==> src/hw/rtl/mpwd_pkg.sv <==
// ----------------------------------------------------------------------------
// mpwd_pkg: shared types and constants for the Manchester pulse-width decoder
// Register indexes, reset values, field widths and the structs that travel
// between the window unit, the decode unit and the top level.
// ----------------------------------------------------------------------------
package mpwd_pkg;

  localparam int TICK_W  = 16;
  localparam int CFG_W   = 16;
  localparam int IDX_W   = 2;
  localparam int DATA_W  = 32;
  localparam int COUNT_W = 6;

  localparam logic [COUNT_W-1:0] COUNT_MAX = 6'd63;

  // configuration register indexes
  localparam logic [IDX_W-1:0] REG_HALF_MIN = 2'd0;
  localparam logic [IDX_W-1:0] REG_HALF_MAX = 2'd1;
  localparam logic [IDX_W-1:0] REG_FULL_MIN = 2'd2;
  localparam logic [IDX_W-1:0] REG_FULL_MAX = 2'd3;

  localparam logic [CFG_W-1:0] HALF_MIN_RST = 16'd1239;
  localparam logic [CFG_W-1:0] HALF_MAX_RST = 16'd1539;
  localparam logic [CFG_W-1:0] FULL_MIN_RST = 16'd2628;
  localparam logic [CFG_W-1:0] FULL_MAX_RST = 16'd2928;

  typedef struct packed {
    logic half;
    logic full;
  } match_t;

  typedef struct packed {
    logic               frame_valid;
    logic [DATA_W-1:0]  data_word;
    logic [COUNT_W-1:0] bit_count;
  } result_t;

endpackage

==> src/hw/rtl/mpwd_window.sv <==
// ----------------------------------------------------------------------------
// mpwd_window: timing window registers and interval classifier
// Holds the four bound registers and flags an interval as half or full bit.
// ----------------------------------------------------------------------------
module mpwd_window (
  input  logic                          clk,
  input  logic                          rst_n,
  input  logic                          cfg_wr_en,
  input  logic [mpwd_pkg::IDX_W-1:0]    cfg_index,
  input  logic [mpwd_pkg::CFG_W-1:0]    cfg_wdata,
  input  logic [mpwd_pkg::TICK_W-1:0]   ticks,
  output mpwd_pkg::match_t              match
);

  logic [mpwd_pkg::CFG_W-1:0] half_min_r;
  logic [mpwd_pkg::CFG_W-1:0] half_max_r;
  logic [mpwd_pkg::CFG_W-1:0] full_min_r;
  logic [mpwd_pkg::CFG_W-1:0] full_max_r;

  always_ff @(posedge clk) begin
    if (!rst_n) begin
      half_min_r <= mpwd_pkg::HALF_MIN_RST;
      half_max_r <= mpwd_pkg::HALF_MAX_RST;
      full_min_r <= mpwd_pkg::FULL_MIN_RST;
      full_max_r <= mpwd_pkg::FULL_MAX_RST;
    end else if (cfg_wr_en) begin
      unique case (cfg_index)
        mpwd_pkg::REG_HALF_MIN: half_min_r <= cfg_wdata;
        mpwd_pkg::REG_HALF_MAX: half_max_r <= cfg_wdata;
        mpwd_pkg::REG_FULL_MIN: full_min_r <= cfg_wdata;
        mpwd_pkg::REG_FULL_MAX: full_max_r <= cfg_wdata;
        default: ;
      endcase
    end
  end

  // inclusive bounds; min above max simply never matches
  assign match.half = (ticks >= half_min_r) && (ticks <= half_max_r);
  assign match.full = (ticks >= full_min_r) && (ticks <= full_max_r);

endmodule

==> src/hw/rtl/mpwd_decode.sv <==
// ----------------------------------------------------------------------------
// mpwd_decode: Manchester bit decoder state
// Phase tracking, bit value, shift word, bit and interval counters.
// ----------------------------------------------------------------------------
module mpwd_decode #(
  parameter int MAX_INTERVALS = 60,
  parameter int WORD_BITS     = 32
) (
  input  logic              clk,
  input  logic              rst_n,
  input  logic              step,
  input  logic              frame_end,
  input  mpwd_pkg::match_t  match,
  output mpwd_pkg::result_t result
);

  localparam int CNT_W = $clog2(MAX_INTERVALS + 1);
  localparam logic [CNT_W-1:0] CNT_LIMIT = CNT_W'(MAX_INTERVALS);

  localparam logic [1:0] PH_START  = 2'd0;
  localparam logic [1:0] PH_MID    = 2'd1;
  localparam logic [1:0] PH_SECOND = 2'd2;
  localparam logic [1:0] PH_FAIL   = 2'd3;

  logic [1:0]                      phase_r, phase_nxt;
  logic                            bit_r, bit_nxt;
  logic [WORD_BITS-1:0]            shift_r, shift_nxt;
  logic [mpwd_pkg::COUNT_W-1:0]    bits_r, bits_nxt;
  logic [CNT_W-1:0]                cnt_r, cnt_nxt;
  logic                            push;
  logic                            push_val;

  always_comb begin
    phase_nxt = phase_r;
    bit_nxt   = bit_r;
    cnt_nxt   = cnt_r;
    push      = 1'b0;
    push_val  = bit_r;
    if (step) begin
      if (frame_end) begin
        phase_nxt = PH_START;
        bit_nxt   = 1'b1;
        cnt_nxt   = '0;
      end else if (cnt_r < CNT_LIMIT) begin
        cnt_nxt = cnt_r + CNT_W'(1);
        unique case (phase_r)
          PH_START: begin
            if (match.half) begin
              bit_nxt   = 1'b1;
              phase_nxt = PH_MID;
            end else begin
              phase_nxt = PH_FAIL;
            end
          end
          PH_MID: begin
            // full bit wins where the windows overlap
            priority if (match.full) begin
              bit_nxt  = ~bit_r;
              push     = 1'b1;
              push_val = ~bit_r;
            end else if (match.half) begin
              phase_nxt = PH_SECOND;
            end else begin
              phase_nxt = PH_FAIL;
            end
          end
          PH_SECOND: begin
            if (match.half) begin
              push      = 1'b1;
              phase_nxt = PH_MID;
            end else begin
              phase_nxt = PH_FAIL;
            end
          end
          default: ;
        endcase
      end
    end
  end

  always_comb begin
    shift_nxt = shift_r;
    bits_nxt  = bits_r;
    if (step && frame_end) begin
      shift_nxt = '0;
      bits_nxt  = '0;
    end else if (push) begin
      shift_nxt = {shift_r[WORD_BITS-2:0], push_val};
      if (bits_r != mpwd_pkg::COUNT_MAX) begin
        bits_nxt = bits_r + 6'd1;
      end
    end
  end

  always_ff @(posedge clk) begin
    if (!rst_n) begin
      phase_r <= PH_START;
      bit_r   <= 1'b1;
      shift_r <= '0;
      bits_r  <= '0;
      cnt_r   <= '0;
    end else begin
      phase_r <= phase_nxt;
      bit_r   <= bit_nxt;
      shift_r <= shift_nxt;
      bits_r  <= bits_nxt;
      cnt_r   <= cnt_nxt;
    end
  end

  generate
    if (WORD_BITS >= mpwd_pkg::DATA_W) begin : g_word_wide
      assign result.data_word = shift_r[mpwd_pkg::DATA_W-1:0];
    end else begin : g_word_narrow
      assign result.data_word = {{(mpwd_pkg::DATA_W - WORD_BITS){1'b0}}, shift_r};
    end
  endgenerate

  assign result.frame_valid = (phase_r == PH_MID) && (bits_r[2:0] == 3'd0);
  assign result.bit_count   = bits_r;

endmodule

==> src/hw/rtl/manchester_pulse_width_decoder.sv <==
// ----------------------------------------------------------------------------
// manchester_pulse_width_decoder: DALI-style Manchester frame decoder
// Classifies bus edge intervals as half or full bits and assembles frames.
// ----------------------------------------------------------------------------
// Usage:
//   in_*  channel: one item per bus edge interval (in_interval_ticks), or an
//         end-of-frame mark from the idle timeout (in_frame_end = 1, ticks
//         ignored). Valid/ready handshake.
//   out_* channel: one item per end-of-frame mark carrying frame_valid, the
//         decoded word (newest bit in bit zero) and the bit count (sat. 63).
//   cfg_* port: write-only, indexes 0..3 = half min, half max, full min, full
//         max tick bounds. Users write only while the block is idle; unenforced.
// Timing:
//   Items are captured in an input register; the window compare and the
//   decode state update then run on it combinationally. An end mark goes
//   from the input register into the output register, which drives
//   out_valid. One item is taken every cycle; the input stage holds only
//   while an end mark waits for a full output register that the receiver
//   is not draining.
// Reset: synchronous, active low; bounds return to their defaults, decoder
//   waits for the start half bit, both pipeline registers are empty.
// ----------------------------------------------------------------------------
module manchester_pulse_width_decoder #(
  parameter int MAX_INTERVALS = 60,
  parameter int WORD_BITS     = 32
) (
  input  logic                             clk,
  input  logic                             rst_n,
  // input items
  input  logic                             in_valid,
  output logic                             in_ready,
  input  logic [mpwd_pkg::TICK_W-1:0]      in_interval_ticks,
  input  logic                             in_frame_end,
  // result items
  output logic                             out_valid,
  input  logic                             out_ready,
  output logic                             out_frame_valid,
  output logic [mpwd_pkg::DATA_W-1:0]      out_data_word,
  output logic [mpwd_pkg::COUNT_W-1:0]     out_bit_count,
  // configuration
  input  logic                             cfg_wr_en,
  input  logic [mpwd_pkg::IDX_W-1:0]       cfg_index,
  input  logic [mpwd_pkg::CFG_W-1:0]       cfg_wdata
);

  // input register stage
  logic                          s1_vld_r;
  logic [mpwd_pkg::TICK_W-1:0]   s1_ticks_r;
  logic                          s1_end_r;

  // output register stage
  logic                          out_vld_r;
  mpwd_pkg::result_t             out_res_r;

  mpwd_pkg::match_t              match;
  mpwd_pkg::result_t             dec_res;
  logic                          out_free;
  logic                          s1_step;
  logic                          load_out;

  // an interval never needs the output; an end mark needs a free slot
  assign out_free = !out_vld_r || out_ready;
  assign s1_step  = s1_vld_r && (!s1_end_r || out_free);
  assign load_out = s1_step && s1_end_r;
  assign in_ready = !s1_vld_r || s1_step;

  always_ff @(posedge clk) begin
    if (!rst_n) begin
      s1_vld_r <= 1'b0;
    end else if (in_ready) begin
      s1_vld_r <= in_valid;
    end
  end

  always_ff @(posedge clk) begin
    if (in_ready && in_valid) begin
      s1_ticks_r <= in_interval_ticks;
      s1_end_r   <= in_frame_end;
    end
  end

  mpwd_window u_window (
    .clk       (clk),
    .rst_n     (rst_n),
    .cfg_wr_en (cfg_wr_en),
    .cfg_index (cfg_index),
    .cfg_wdata (cfg_wdata),
    .ticks     (s1_ticks_r),
    .match     (match)
  );

  mpwd_decode #(
    .MAX_INTERVALS (MAX_INTERVALS),
    .WORD_BITS     (WORD_BITS)
  ) u_decode (
    .clk       (clk),
    .rst_n     (rst_n),
    .step      (s1_step),
    .frame_end (s1_end_r),
    .match     (match),
    .result    (dec_res)
  );

  always_ff @(posedge clk) begin
    if (!rst_n) begin
      out_vld_r <= 1'b0;
    end else if (load_out) begin
      out_vld_r <= 1'b1;
    end else if (out_ready) begin
      out_vld_r <= 1'b0;
    end
  end

  always_ff @(posedge clk) begin
    if (load_out) begin
      out_res_r <= dec_res;
    end
  end

  assign out_valid       = out_vld_r;
  assign out_frame_valid = out_res_r.frame_valid;
  assign out_data_word   = out_res_r.data_word;
  assign out_bit_count   = out_res_r.bit_count;

`ifndef NO_ASSERTIONS
  // a valid frame always carries whole bytes
  a_valid_bytes: assert property (@(posedge clk) disable iff (!rst_n)
    (out_vld_r && out_res_r.frame_valid) |-> (out_res_r.bit_count[2:0] == 3'd0))
    else $error("valid frame with partial byte");

  // the input stage only stalls behind a blocked end mark
  a_stall_cause: assert property (@(posedge clk) disable iff (!rst_n)
    !in_ready |-> (s1_vld_r && s1_end_r && out_vld_r && !out_ready))
    else $error("input stalled without a blocked frame end");

  // a new result only appears from an end mark leaving the input stage
  a_result_src: assert property (@(posedge clk) disable iff (!rst_n)
    $rose(out_vld_r) |-> $past(load_out))
    else $error("result produced without a frame end");
`endif

endmodule

==> config.mk <==
export PLATFORM = sky130hd
export DESIGN_NAME = manchester_pulse_width_decoder
export DESIGN_NICKNAME = d
export VERILOG_FILES = /design/src/hw/rtl/mpwd_pkg.sv /design/src/hw/rtl/mpwd_window.sv /design/src/hw/rtl/mpwd_decode.sv /design/src/hw/rtl/manchester_pulse_width_decoder.sv
export SDC_FILE = /design/constraint.sdc
export NUM_CORES = 1
export LEC_CHECK = 0
export CAP_MARGIN = 40
export CORE_ASPECT_RATIO = 1.4
export CORE_MARGIN = 1
export CORE_UTILIZATION = 45
export DETAILED_ROUTE_END_ITERATION = 10
export DONT_BUFFER_PORTS = 1
export GPL_ROUTABILITY_DRIVEN = 0
export PLACE_DENSITY = 0.57
export SYNTH_ARGS = -nofsm -noshare
export SYNTH_HDL_FRONTEND = slang
export SYNTH_SLANG_ARGS = --single-unit
export TNS_END_PERCENT = 1
==> constraint.sdc <==
create_clock -name clk -period 4.65 [get_ports clk]
set_input_delay 0.93 -clock clk [delete_from_list [all_inputs] [get_ports clk]]
set_output_delay 0.93 -clock clk [all_outputs]
set_load 0.005 [all_outputs]
==> results.cfg <==
[synth]
synth-main-ff-cell = dfxtp_1
syn_area_per_cell_um2 = 9.545
synth.area.top_cells = dfxtp_1, edfxtp_1, ha_1
async_flop_share_pct = 0
syn_nets = 915
synth_cell_type_count = 57
synth_top_area_cell = dfxtp_1
synth_top_area_share_pct = 29.44
synth_seq_cells = 169
seq_area_frac_synth_pct = 51.33
synth_edf_count = 56
syn-cell-area_um2 = 7684
synthCells = 805
synth.yosys.warnings = 0

[route]
finalWirelength_um = 16870
vias_per_cell = 5.420
first_pass_iters = 5
wl_per_cell_um = 16.63
drt-initial-drc-count = 427
remaining_drc_errors = 0
ant_nets = 0
num_vias = 5496

[global_route]
grt_pass1_wl_um = 26880
grt_pass1_vias = 5337
antenna_found_initial = 2
grt-ovfl-total = 0
grt_start_max_net_pins = 75
grt_usage_pct = 20.19

[floorplan]
row_count = 56
die_h_um = 156.6
coreArea_um2 = 16750
io-pin-count = 81
die_area_um2 = 17610
initial_utilization_pct = 45.88
die_w_um = 112.4

[critical_path]
cpPeakStageDelay_ns = 0.58
critPathArrivalTime_ns = 3.83
critPathTopFamily = simple AND/OR/NAND/NOR gates
cp.required_ns = 4.95
crit_type = reg2reg
startpoint_type = flip-flop
slowest_stage = or4_1
critical_path.max_fanout = 51
worstPathCellList = ha_1, nand2_1, or4_1, or3_1, a211o_1, a21oi_4, buf_4, o21ai_0
crit_path_end_kind = flip-flop
crit_buf_inv = 1

[finish]
layout_commonest_cell = nand2_1
instances_no_fill = 1014
syn2layout_area_growth_pct = 10.63
final_cell_mix = nand2_1, dfxtp_1, inv_1, ha_1, edfxtp_1
nFillCells = 1521
fin_nets = 906
drive_gt1_share_pct = 6.922

[sta]
fin_crit_sh_pct = 75.81
setup_viol = 0
clock_skew_ns = 0.007944
worstMarginPinSlew_ns = 0.7765
fin_setup_tns_ns = 0
timing.fmax_mhz = 283.7
fin_crit_ns = 3.525
hold_viol = 0
rsz0062_at_grt = false
timing.slew.headroom_pct = 46.90
slew_violations = 0

[clock_network]
hold_buffers = 0
h-tree-depth = 4
root_buffer = clkbuf_16
postCtsSetupBuffers = 0
clk_latency_ns = 0.43
cts_sinks = 169
cts_resized = 0
clkTransAtPathRegs_ns = 0.07
clockBufferDepth = 2
cts_buffers = 17
cts_tree = built

[power_and_ir_drop]
p_leak_nw = 3.130
ir_drop_mv = 0.2275
switching_share_pct = 25.41
p_int_w = 0.002369
power.share.clock_pct = 42.8
switching_power_w = 0.0008074
power_frac_comb_pct = 7.0
seqPwrFrac_pct = 50.2
power.density_nw_per_um2 = 373.7

[outcome]
status = complete, no violations

[placed_design]
dp.cells = 980
dp_hpwl_um = 12390
io_buffers = 0

[worst_hold_path]
holdCritPathClass = reg2reg

[job]
cap_viol_max_count = 0
[registers in the layout, indices dropped and copies added (netlist names), 2 cells and up]
| signal | flops |
|---|---|
| u_decode.shift_r | 32 |
| s1_ticks_r | 16 |
| u_window.half_max_r | 16 |
| out_data_word | 32 |
| u_window.full_min_r | 16 |
| out_bit_count | 6 |
| u_decode.cnt_r | 6 |
| u_window.half_min_r | 16 |
| u_decode.bits_r | 6 |
| u_window.full_max_r | 16 |
| u_decode.phase_r | 2 |
[worst paths after layout]
kind	from	end	slack [ns]	depth (start not counted)
max reg2reg	s1_ticks_r[7]$_DFFE_PP_	u_decode.shift_r[16]$_SDFFE_PP0P_	1.12	8
min reg2reg	u_decode.shift_r[31]$_SDFFE_PP0P_	out_data_word[31]$_DFFE_PP_	0.43	0
min	u_decode.shift_r[31]$_SDFFE_PP0P_	out_data_word[31]$_DFFE_PP_	0.43	0
max	s1_ticks_r[7]$_DFFE_PP_	u_decode.shift_r[16]$_SDFFE_PP0P_	1.12	8
[worst reg2reg max path: cells and delay by family (launching register included)]
family / cells / cell delay [ns]
AOI/OAI and AO/OA: 3 / 1.05
and+or+nand+nor: 3 / 1.05
adders and majority gates: 1 / 0.35
buffers and inverters: 1 / 0.48
DFF: 1 / 0.47
[power by group through the flow]
stage	clock, W	combinational (W)	sequential [W]
5_1_grt	0.00144	0.000252	0.00160
2_1_floorplan	0	0.000167	0.00162
4_1_cts	0.00139	0.000224	0.00159
6_report	0.00136	0.000223	0.00159
3_3_place_gp	0	0.000212	0.00163
3_5_place_dp	0	0.000222	0.00163
[synth_stat cells, drive strengths merged, types with 4 or more instances]
library cell    n
inv            71
dfxtp         113
o211ai         20
o21ai          43
ha             70
a21oi          29
a31oi           6
a211oi          4
clkbuf         31
a211o           4
edfxtp         56
nor3            8
nor2           13
nand4          13
buf             6
nor2b           8
nand3          46
a21boi         44
nand2         172
and3            4
a21o            4
[metal layers]
metal | vias up | GRT usage (%) | part of all wire, %
met5 | - | 0 | 0
met4 | 0 | 9.460 | 1.8
met3 | 23 | 3.602 | 4.0
met2 | 114 | 39.34 | 56
met1 | 2575 | 20.69 | 38
li1 | 2784 | - | -
[cell families after synthesis]
logic type               count (synthesis)  synth area share (%)
XOR/XNOR                                 4                0.4560
buffers and inverters                  108                 5.569
multiplexers                             1                0.1303
flip-flops                             169                 51.33
AND/OR/NAND/NOR                        281                 16.32
adder cells (fa/ha/maj)                 70                 11.40
AO/OA/AOI/OAI                          172                 14.80
[area by class of cell]
type                            instances  area, um^2  share of cell area, %
Timing Repair Buffer                    9       97.59                  1.148
Multi-Input combinational cell        528        3354                  39.46
Tap cell                              203       254.0                  2.988
Clock buffer                           17       425.4                  5.004
Antenna cell                            2       5.005                0.05888
Sequential cell                       169        3944                  46.39
Inverter                               71       266.5                  3.135
Clock inverter                         15       153.9                  1.810
[metrics by stage]
step	setup slack (ns)	util, %	total power (W)	hold WS, ns	area (um^2)
5_1_grt	0.8487	50.76	0.003296	0.4419	8501
2_1_floorplan	1.050	-	0.001787	0.4081	7684
3_3_place_gp	1.257	46.91	0.001838	0.4215	7856
3_5_place_dp	1.158	47.27	0.001850	0.4185	7916
4_1_cts	1.125	50.73	0.003205	0.4340	8496
6_report	1.125	50.76	0.003177	0.4301	8501
Power figures use the tool's default switching activity.
